==> src/design/mfv_pkg.sv <==
package mfv_pkg;

   localparam int unsigned DATA_W = 32;
   localparam int unsigned SIZE_W = 25;

   // request kinds carried in req_tuser
   localparam logic OP_START = 1'b0;
   localparam logic OP_DONE  = 1'b1;

   // configuration register indexes
   localparam logic REG_BASE = 1'b0;
   localparam logic REG_SIZE = 1'b1;

   localparam logic [2:0] PHASE_FIRST   = 3'd0;
   localparam logic [2:0] PHASE_WORD_UP = 3'd4;
   localparam logic [2:0] PHASE_LAST    = 3'd5;

   localparam logic [DATA_W-1:0] PAT_STEP_UP   = 32'd37;
   localparam logic [DATA_W-1:0] PAT_STEP_DOWN = 32'd319993;

   localparam logic [1:0] EV_NONE        = 2'd0;
   localparam logic [1:0] EV_FILL_DONE   = 2'd1;
   localparam logic [1:0] EV_VERIFY_PASS = 2'd2;

   localparam logic [1:0] STATUS_IDLE    = 2'd0;
   localparam logic [1:0] STATUS_RUNNING = 2'd1;
   localparam logic [1:0] STATUS_PASSED  = 2'd2;
   localparam logic [1:0] STATUS_FAILED  = 2'd3;

   localparam int unsigned RSP_DATA_W = 104;

   typedef enum logic [3:0] {
      RUN_IDLE   = 4'b0001,
      RUN_ACTIVE = 4'b0010,
      RUN_PASS   = 4'b0100,
      RUN_FAIL   = 4'b1000
   } run_state_type;

   typedef enum logic [2:0] {
      ACC_BYTE_WR = 3'd0,
      ACC_BYTE_RD = 3'd1,
      ACC_WORD_WR = 3'd2,
      ACC_WORD_RD = 3'd3,
      ACC_NONE    = 3'd4
   } access_kind_type;

   typedef struct packed {
      run_state_type     run;
      logic [2:0]        phase;
      logic              verifying;
      logic [DATA_W-1:0] pattern;
      logic              pend_read;
      logic [DATA_W-1:0] pend_expected;
      logic [DATA_W-1:0] pend_addr;
      logic [DATA_W-1:0] fail_addr;
      logic [DATA_W-1:0] base;
   } core_type;

   typedef struct packed {
      access_kind_type   kind;
      logic [DATA_W-1:0] addr;
      logic [DATA_W-1:0] wdata;
      logic [2:0]        phase;
      logic [1:0]        phase_event;
      logic [1:0]        status;
      logic [DATA_W-1:0] fail_addr;
   } result_type;

   function automatic logic [DATA_W-1:0] phase_start(input logic [2:0] phase);
      logic [DATA_W-1:0] value;
      unique case (phase)
         3'd0:    value = 32'h0000_0000;
         3'd1:    value = 32'h0000_00FF;
         3'd2:    value = 32'h0000_00AA;
         3'd3:    value = 32'h0000_0055;
         3'd4:    value = 32'h0000_0000;
         default: value = 32'hFEDC_BA98;
      endcase
      return value;
   endfunction

   function automatic logic [1:0] status_code(input run_state_type run);
      logic [1:0] code;
      unique case (run)
         RUN_ACTIVE: code = STATUS_RUNNING;
         RUN_PASS:   code = STATUS_PASSED;
         RUN_FAIL:   code = STATUS_FAILED;
         default:    code = STATUS_IDLE;
      endcase
      return code;
   endfunction

endpackage

==> src/design/mfv_step.sv <==
module mfv_step
   import mfv_pkg::*;
#(
   parameter int unsigned OFFSET_BITS = 24,
   localparam int unsigned CNT_W = OFFSET_BITS + 1
) (
   input  logic              op,
   input  logic [DATA_W-1:0] read_data,
   input  logic [DATA_W-1:0] cfg_base,
   input  logic [SIZE_W-1:0] cfg_size,
   input  core_type          cur,
   input  logic [CNT_W-1:0]  cur_offset,
   input  logic [CNT_W-1:0]  cur_size,
   output core_type          nxt,
   output logic [CNT_W-1:0]  nxt_offset,
   output logic [CNT_W-1:0]  nxt_size,
   output result_type        res
);

   localparam int unsigned SAT_W = (CNT_W > SIZE_W) ? CNT_W : SIZE_W;
   localparam logic [SAT_W-1:0] SIZE_LIMIT = SAT_W'(1) << OFFSET_BITS;

   logic [SAT_W-1:0]  size_wide;
   logic [CNT_W-1:0]  size_sat;
   logic              miscompare;
   logic              go;
   logic              word;
   logic [1:0]        ev;
   logic [DATA_W-1:0] issue_addr;

   always_comb begin
      size_wide = SAT_W'(cfg_size);
      size_sat  = (size_wide > SIZE_LIMIT) ? CNT_W'(SIZE_LIMIT) : CNT_W'(size_wide);
   end

   // byte phases only check the low lane
   assign miscompare = (cur.phase < PHASE_WORD_UP)
                     ? (read_data[7:0] != cur.pend_expected[7:0])
                     : (read_data != cur.pend_expected);

   always_comb begin
      nxt        = cur;
      nxt_offset = cur_offset;
      nxt_size   = cur_size;
      ev         = EV_NONE;
      go         = 1'b0;

      if (op == OP_START) begin
         nxt.base          = cfg_base;
         nxt_size          = size_sat;
         nxt.phase         = PHASE_FIRST;
         nxt.verifying     = 1'b0;
         nxt.pend_read     = 1'b0;
         nxt.pend_expected = '0;
         nxt.pend_addr     = '0;
         nxt.fail_addr     = '0;
         nxt_offset        = '0;
         nxt.pattern       = phase_start(PHASE_FIRST);
         if (size_sat == '0) begin
            nxt.run = RUN_PASS;
         end else begin
            nxt.run = RUN_ACTIVE;
            go      = 1'b1;
         end
      end else if (cur.run == RUN_ACTIVE) begin
         go = 1'b1;
         if (cur.pend_read) begin
            nxt.pend_read = 1'b0;
            if (miscompare) begin
               nxt.run       = RUN_FAIL;
               nxt.fail_addr = cur.pend_addr;
               go            = 1'b0;
            end
         end
         if (go && (cur_offset >= cur_size)) begin
            nxt_offset  = '0;
            if (!cur.verifying) begin
               nxt.verifying = 1'b1;
               ev            = EV_FILL_DONE;
               nxt.pattern   = phase_start(cur.phase);
            end else begin
               ev = EV_VERIFY_PASS;
               if (cur.phase >= PHASE_LAST) begin
                  nxt.run = RUN_PASS;
                  go      = 1'b0;
               end else begin
                  nxt.phase     = cur.phase + 3'd1;
                  nxt.verifying = 1'b0;
                  nxt.pattern   = phase_start(cur.phase + 3'd1);
               end
            end
         end
      end

      // access for this transaction, built from the updated position
      word       = (nxt.phase >= PHASE_WORD_UP);
      issue_addr = nxt.base + DATA_W'(nxt_offset);
      res.kind   = ACC_NONE;
      res.addr   = '0;
      res.wdata  = '0;
      if (go) begin
         res.addr = issue_addr;
         if (nxt.verifying) begin
            res.kind          = word ? ACC_WORD_RD : ACC_BYTE_RD;
            nxt.pend_read     = 1'b1;
            nxt.pend_expected = nxt.pattern;
            nxt.pend_addr     = issue_addr;
         end else begin
            res.kind  = word ? ACC_WORD_WR : ACC_BYTE_WR;
            res.wdata = nxt.pattern;
         end
         if (word) begin
            nxt_offset = nxt_offset + CNT_W'(4);
            if (nxt.phase == PHASE_WORD_UP) begin
               nxt.pattern = nxt.pattern + PAT_STEP_UP;
            end else begin
               nxt.pattern = nxt.pattern - PAT_STEP_DOWN;
            end
         end else begin
            nxt_offset = nxt_offset + CNT_W'(1);
         end
      end

      res.phase       = nxt.phase;
      res.phase_event = ev;
      res.status      = status_code(nxt.run);
      res.fail_addr   = nxt.fail_addr;
   end

endmodule

==> src/design/memory_fill_verify_test_sequencer.sv <==
// channel   | direction | handshake              | payload
// ----------+-----------+------------------------+-----------------------------------------
// req_      | in        | req_tvalid/req_tready  | tuser op, tdata read_data
// rsp_      | out       | rsp_tvalid/rsp_tready  | tuser access_kind, tdata access + status
// csr_      | in        | csr_valid/csr_ready    | csr_index, csr_data
//
// one request transaction per cycle unless stalled; its response enters the output register
// next cycle, by the single offset/pattern/compare step between state and result register.
// reset (synchronous, active high) returns the test to idle, base 0 and size 1.
// a response stalled by rsp_tready holds req_tready low until it is taken;
// csr writes complete every cycle and take effect at the next start.
module memory_fill_verify_test_sequencer
   import mfv_pkg::*;
#(
   parameter int unsigned OFFSET_BITS = 24
) (
   input  logic                  clock,
   input  logic                  reset,
   input  logic                  req_tvalid,
   output logic                  req_tready,
   input  logic [DATA_W-1:0]     req_tdata,   // [31:0] read_data
   input  logic                  req_tuser,   // [0] op
   output logic                  rsp_tvalid,
   input  logic                  rsp_tready,
   // [31:0] address, [63:32] write_data, [66:64] phase, [68:67] phase_event,
   // [70:69] status, [102:71] fail_address, [103] zero
   output logic [RSP_DATA_W-1:0] rsp_tdata,
   output logic [2:0]            rsp_tuser,   // [2:0] access_kind
   input  logic                  csr_valid,
   output logic                  csr_ready,
   input  logic                  csr_index,
   input  logic [DATA_W-1:0]     csr_data
);

   localparam int unsigned CNT_W = OFFSET_BITS + 1;

   logic [DATA_W-1:0]     cfg_base_ff;
   logic [SIZE_W-1:0]     cfg_size_ff;
   core_type              core_ff;
   core_type              core_in;
   logic [CNT_W-1:0]      offset_ff;
   logic [CNT_W-1:0]      offset_in;
   logic [CNT_W-1:0]      size_ff;
   logic [CNT_W-1:0]      size_in;
   result_type            res;
   logic                  rsp_valid_ff;
   logic [RSP_DATA_W-1:0] rsp_data_ff;
   logic [2:0]            rsp_user_ff;
   logic                  req_accept;

   assign csr_ready  = 1'b1;
   assign req_tready = !rsp_valid_ff || rsp_tready;
   assign req_accept = req_tvalid && req_tready;

   always_ff @(posedge clock) begin
      if (reset) begin
         cfg_base_ff <= '0;
         cfg_size_ff <= SIZE_W'(1);
      end else if (csr_valid) begin
         unique case (csr_index)
            REG_BASE: cfg_base_ff <= csr_data;
            REG_SIZE: cfg_size_ff <= csr_data[SIZE_W-1:0];
         endcase
      end
   end

   mfv_step #(
      .OFFSET_BITS(OFFSET_BITS)
   ) u_step (
      .op         (req_tuser),
      .read_data  (req_tdata),
      .cfg_base   (cfg_base_ff),
      .cfg_size   (cfg_size_ff),
      .cur        (core_ff),
      .cur_offset (offset_ff),
      .cur_size   (size_ff),
      .nxt        (core_in),
      .nxt_offset (offset_in),
      .nxt_size   (size_in),
      .res        (res)
   );

   always_ff @(posedge clock) begin
      if (reset) begin
         core_ff <= '{run: RUN_IDLE, phase: PHASE_FIRST, verifying: 1'b0,
                      pattern: '0, pend_read: 1'b0, pend_expected: '0,
                      pend_addr: '0, fail_addr: '0, base: '0};
         offset_ff <= '0;
         size_ff   <= '0;
      end else if (req_accept) begin
         core_ff   <= core_in;
         offset_ff <= offset_in;
         size_ff   <= size_in;
      end
   end

   always_ff @(posedge clock) begin
      if (reset) begin
         rsp_valid_ff <= 1'b0;
      end else if (req_accept) begin
         rsp_valid_ff <= 1'b1;
      end else if (rsp_tready) begin
         rsp_valid_ff <= 1'b0;
      end
   end

   always_ff @(posedge clock) begin
      if (req_accept) begin
         rsp_data_ff <= {1'b0, res.fail_addr, res.status, res.phase_event, res.phase,
                         res.wdata, res.addr};
         rsp_user_ff <= res.kind;
      end
   end

   assign rsp_tvalid = rsp_valid_ff;
   assign rsp_tdata  = rsp_data_ff;
   assign rsp_tuser  = rsp_user_ff;

endmodule

==> config.mk <==
export PLATFORM = sky130hd
export DESIGN_NAME = memory_fill_verify_test_sequencer
export DESIGN_NICKNAME = d
export VERILOG_FILES = /design/src/design/mfv_pkg.sv /design/src/design/mfv_step.sv /design/src/design/memory_fill_verify_test_sequencer.sv
export SDC_FILE = /design/constraint.sdc
export NUM_CORES = 1
export LEC_CHECK = 0
export ABC_AREA = 1
export BUFFER_PORTS_ARGS = -buffer_cell sky130_fd_sc_hd__buf_2
export CORE_AREA = 2 2 259 261
export CTS_CLUSTER_SIZE = 24
export DETAILED_ROUTE_END_ITERATION = 10
export DIE_AREA = 0 0 261 263
export SLEW_MARGIN = 20
export SYNTH_ARGS = -nofsm -noshare
export SYNTH_HDL_FRONTEND = slang
export SYNTH_SLANG_ARGS = --single-unit
==> constraint.sdc <==
create_clock -name clock -period 11.19 [get_ports clock]
set_input_delay 3.357 -clock clock [delete_from_list [all_inputs] [get_ports clock]]
set_output_delay 3.357 -clock clock [all_outputs]
set_load 0.02 [all_outputs]
==> metrics.md <==
| Metric | Value |
|---|---|
| Status | `finished clean` |
| First-pass GRT wire length | `105000 um` |
| Total die area | `68600 um2` |
| Max Used Layer | `met4` |
| GP Congestion | `0.878` |
| Setup CP Type | `in2reg` |
| Avg Inst Size Synth | `7.38 um2` |
| Most common library cells after synthesis | `nand2_1 (456), inv_1 (368), a21oi_1 (312), nor2_1 (289), dfxtp_1 (277)` |
| Hold Buf Count CTS | `0` |
| Seq/Total Area, Yosys | `40.5%` |
| Leading cell type by number of instances after synthesis | `nand2_1` |
| Yosys warns | `0` |
| Number of synthesized flops with an enable pin | `106` |
| Worst Path Buf+Inv | `7` |
| Wire length per cell | `17.3 um` |
| Multi-input logic area | `10600 um2` |
| Clk slew on worst S/H paths | `60 ps` |
| CP Data Required Time | `11640 ps` |
| Routed Wire Length | `67700 um` |
| Area growth, synth to finish | `14.0%` |
| Crit start category | `primary input` |
| VDD IR-drop max | `96.4 uV` |
| Drt initial violations | `1593` |
| CTS tree | `yes` |
| Ratio of cells with drive above 1 in the final layout | `13.5%` |
| Yosys top cell area share | `25.7%` |
| Critical Path AT | `8110 ps` |
| Max-slew violations | `0` |
| F_max | `131 MHz` |
| Final worst-path cycle share | `68.5%` |
| Cts bufs inserted | `45` |
| Post-CTS sizing | `0` |
| P_leak | `11.1 nW` |
| Cell mode on critical path | `nand2_1` |
| Worst slew pin tran | `1110 ps` |
| Min cycle time layout | `7660 ps` |
| Slew Limit Headroom | `25.7%` |
| Largest net degree at the start of global routing | `143` |
| Routed Antenna Nets | `0` |
| Critical-path cell list | `buf_6 -> buf_4 -> buf_4 -> nand2_1 -> nor2_1 -> inv_1 -> o21a_1 -> inv_1 -> ha_1 -> a21oi_1 -> inv_1 -> a21oi_1 -> inv_1 -> a21oi_1 -> nand2_2 -> nand2_1 -> nand2_1 -> nand2_1 -> nand3_1 -> nand2_1 -> a21oi_1` |
| Critical-path maximum fanout | `66` |
| RSZ-0062 raised after global routing | `no` |
| Number of global-route vias before repair | `18172` |
| Synth Net Count | `3072` |
| Die height | `263 um` |
| Worst hold margin | `446 ps` |
| Number of setup violations in the final report | `0` |
| Asr flop ratio synth | `0%` |
| CP top delay family | `buffers and inverters` |
| Num Clock Sinks | `383` |
| CP max-delay cell | `buf_4` |
| Post-synth top area cell | `dfxtp_1` |
| Initial antenna violation count | `1` |
| Crit. End Element | `register` |
| Mapped Cells | `2921` |
| # fillers | `6976` |
| Root Driver | `clkbuf_16` |
| Hpwl dp | `47700 um` |
| H-Tree Depth | `2` |
| Clk_skew | `31.6 ps` |
| Final setup margin | `3530 ps` |
| DR vias/cell | `5.04` |
| GRT Util Overall | `19.2%` |
| Clk_lat worst skew | `590 ps` |
| Initial Util | `32.8%` |
| Post-CTS Setup Repair Bufs | `0` |
| 1st-pass router iterations | `7` |
| Cell Area, Synth | `21600 um2` |
| DRC | `0` |
| Met2 WL | `29400 um` |
| Cell Pwr Density | `149 nW/um2` |
| Rows | `94` |
| Pre-CTS setup slack | `2960 ps` |
| Longest Clk Path Bufs | `3` |
| FF+latch count, synth | `383` |
| Final Cell Area | `24600 um2` |
| Core outline area | `65600 um2` |
| WL met3 | `3880 um` |
| Fin nets | `3159` |
| Top cells by area, synth | `dfxtp_1 (26%), edfxtp_1 (15%), nand2_1 (7.9%), a21oi_1 (7.2%), inv_1 (6.4%)` |
| Max_cap viols | `0` |
| Port buffer count | `178` |
| Register area | `8730 um2` |
| Final Hold Viols | `0` |
| Die width | `261 um` |
| CP peak stage delay | `760 ps` |
| Prevailing post-synth register cell | `dfxtp_1` |
| Length of routed wiring on met1 | `32500 um` |
| Remaining global-route overflow | `0` |
| Post-DP Area | `23000 um2` |
| Synth cell types | `62` |
| I/O Pins | `181` |
| Setup TNS | `0 ps` |
| Vias | `19673` |
| Worst hold-check path type | `reg2reg` |
## worst min-delay path: cells and delay by family (launching register included)
family / cells / cell delay [ps]
buffers and inverters: 1 / 50
flip-flops: 1 / 290
AO/OA/AOI/OAI: 1 / 50
## flip-flops by register name, summed over array words and instances, names as in the netlist
name         flops
cfg_base_ff     32
cfg_size_ff     25
core_ff        169
offset_ff       25
rsp_tdata      103
rsp_tuser        3
rsp_tvalid       1
size_ff         25
## layout make-up
type                       count  area share (%)
antenna                        1          0.0102
clock buffer                  54            4.80
clock inverter                26            1.48
inverter                     404            6.21
multi-input combinational   1977            43.3
sequential                   383            35.5
tap                          864            4.40
timing repair buffer         197            4.24
## through the flow
stage	cells	power (mW)	util, %
2_1_floorplan	2921	1.95	-
3_3_place_gp	3825	2.12	35.1
3_5_place_dp	3825	2.12	35.1
4_1_cts	3905	3.68	37.4
5_1_grt	3906	3.80	37.4
6_report	3906	3.65	37.4
## worst paths after layout
kind                            slack (ps)            to           from  cells after the start
worst max register to register        5760  core_ff[157]  offset_ff[16]                     29
worst min register to register         450    core_ff[4]     core_ff[4]                      2
worst min-delay path                   450    core_ff[4]     core_ff[4]                      2
worst max-delay path                  3530  core_ff[157]      req_tuser                     21
## power by group
group          internal [mW]  switching (mW)  leakage, nW
clock network          0.920           0.633        0.740
registers               1.51          0.0483         3.34
logic                  0.162           0.375         6.97
total                   2.59            1.06         11.1
## layer usage
metal  vias up  global-route usage, %
li1       9918                      -
met1      9131                   28.0
met2       529                   29.1
met3        95                   3.01
met4         0                   5.84
met5         -                      0
## layout by cell type (no fill, tap or decap), drive strengths merged, types with 3 or more instances in the layout
| master | synthesis | final |
|---|---|---|
| dfxtp | 277 | 277 |
| o221ai | 7 | 7 |
| buf | 47 | 197 |
| nand2 | 475 | 475 |
| xnor2 | 9 | 9 |
| o21bai | 5 | 5 |
| a21oi | 315 | 315 |
| xor2 | 34 | 34 |
| o21ai | 302 | 302 |
| nand4 | 30 | 30 |
| o21a | 21 | 21 |
| nand3 | 149 | 149 |
| clkbuf | 110 | 54 |
| o32ai | 16 | 16 |
| ha | 78 | 78 |
| nor4 | 8 | 8 |
| a31oi | 22 | 22 |
| bufinv | 0 | 7 |
| or2 | 40 | 40 |
| o211ai | 78 | 78 |
| nor2 | 309 | 309 |
| clkinvlp | 0 | 4 |
| o22ai | 11 | 11 |
| nor3b | 6 | 6 |
| a211oi | 6 | 6 |
| inv | 399 | 402 |
| clkinv | 5 | 17 |
| nand3b | 4 | 4 |
| edfxtp | 106 | 106 |
| nor3 | 29 | 29 |
| a211o | 6 | 6 |
| a21boi | 3 | 3 |
## cell families after synthesis
logic type	count (synthesis)	share of synthesized area [%]
flops	383	40.5
fa+ha+maj	80	4.71
buf+inv	561	10.2
xor+xnor	43	1.75
mux	1	0.0464
other cells	2	0.0348
compound gates	798	20.8
simple gates	1053	21.9
No activity file was read; power rests on OpenSTA's default activity.
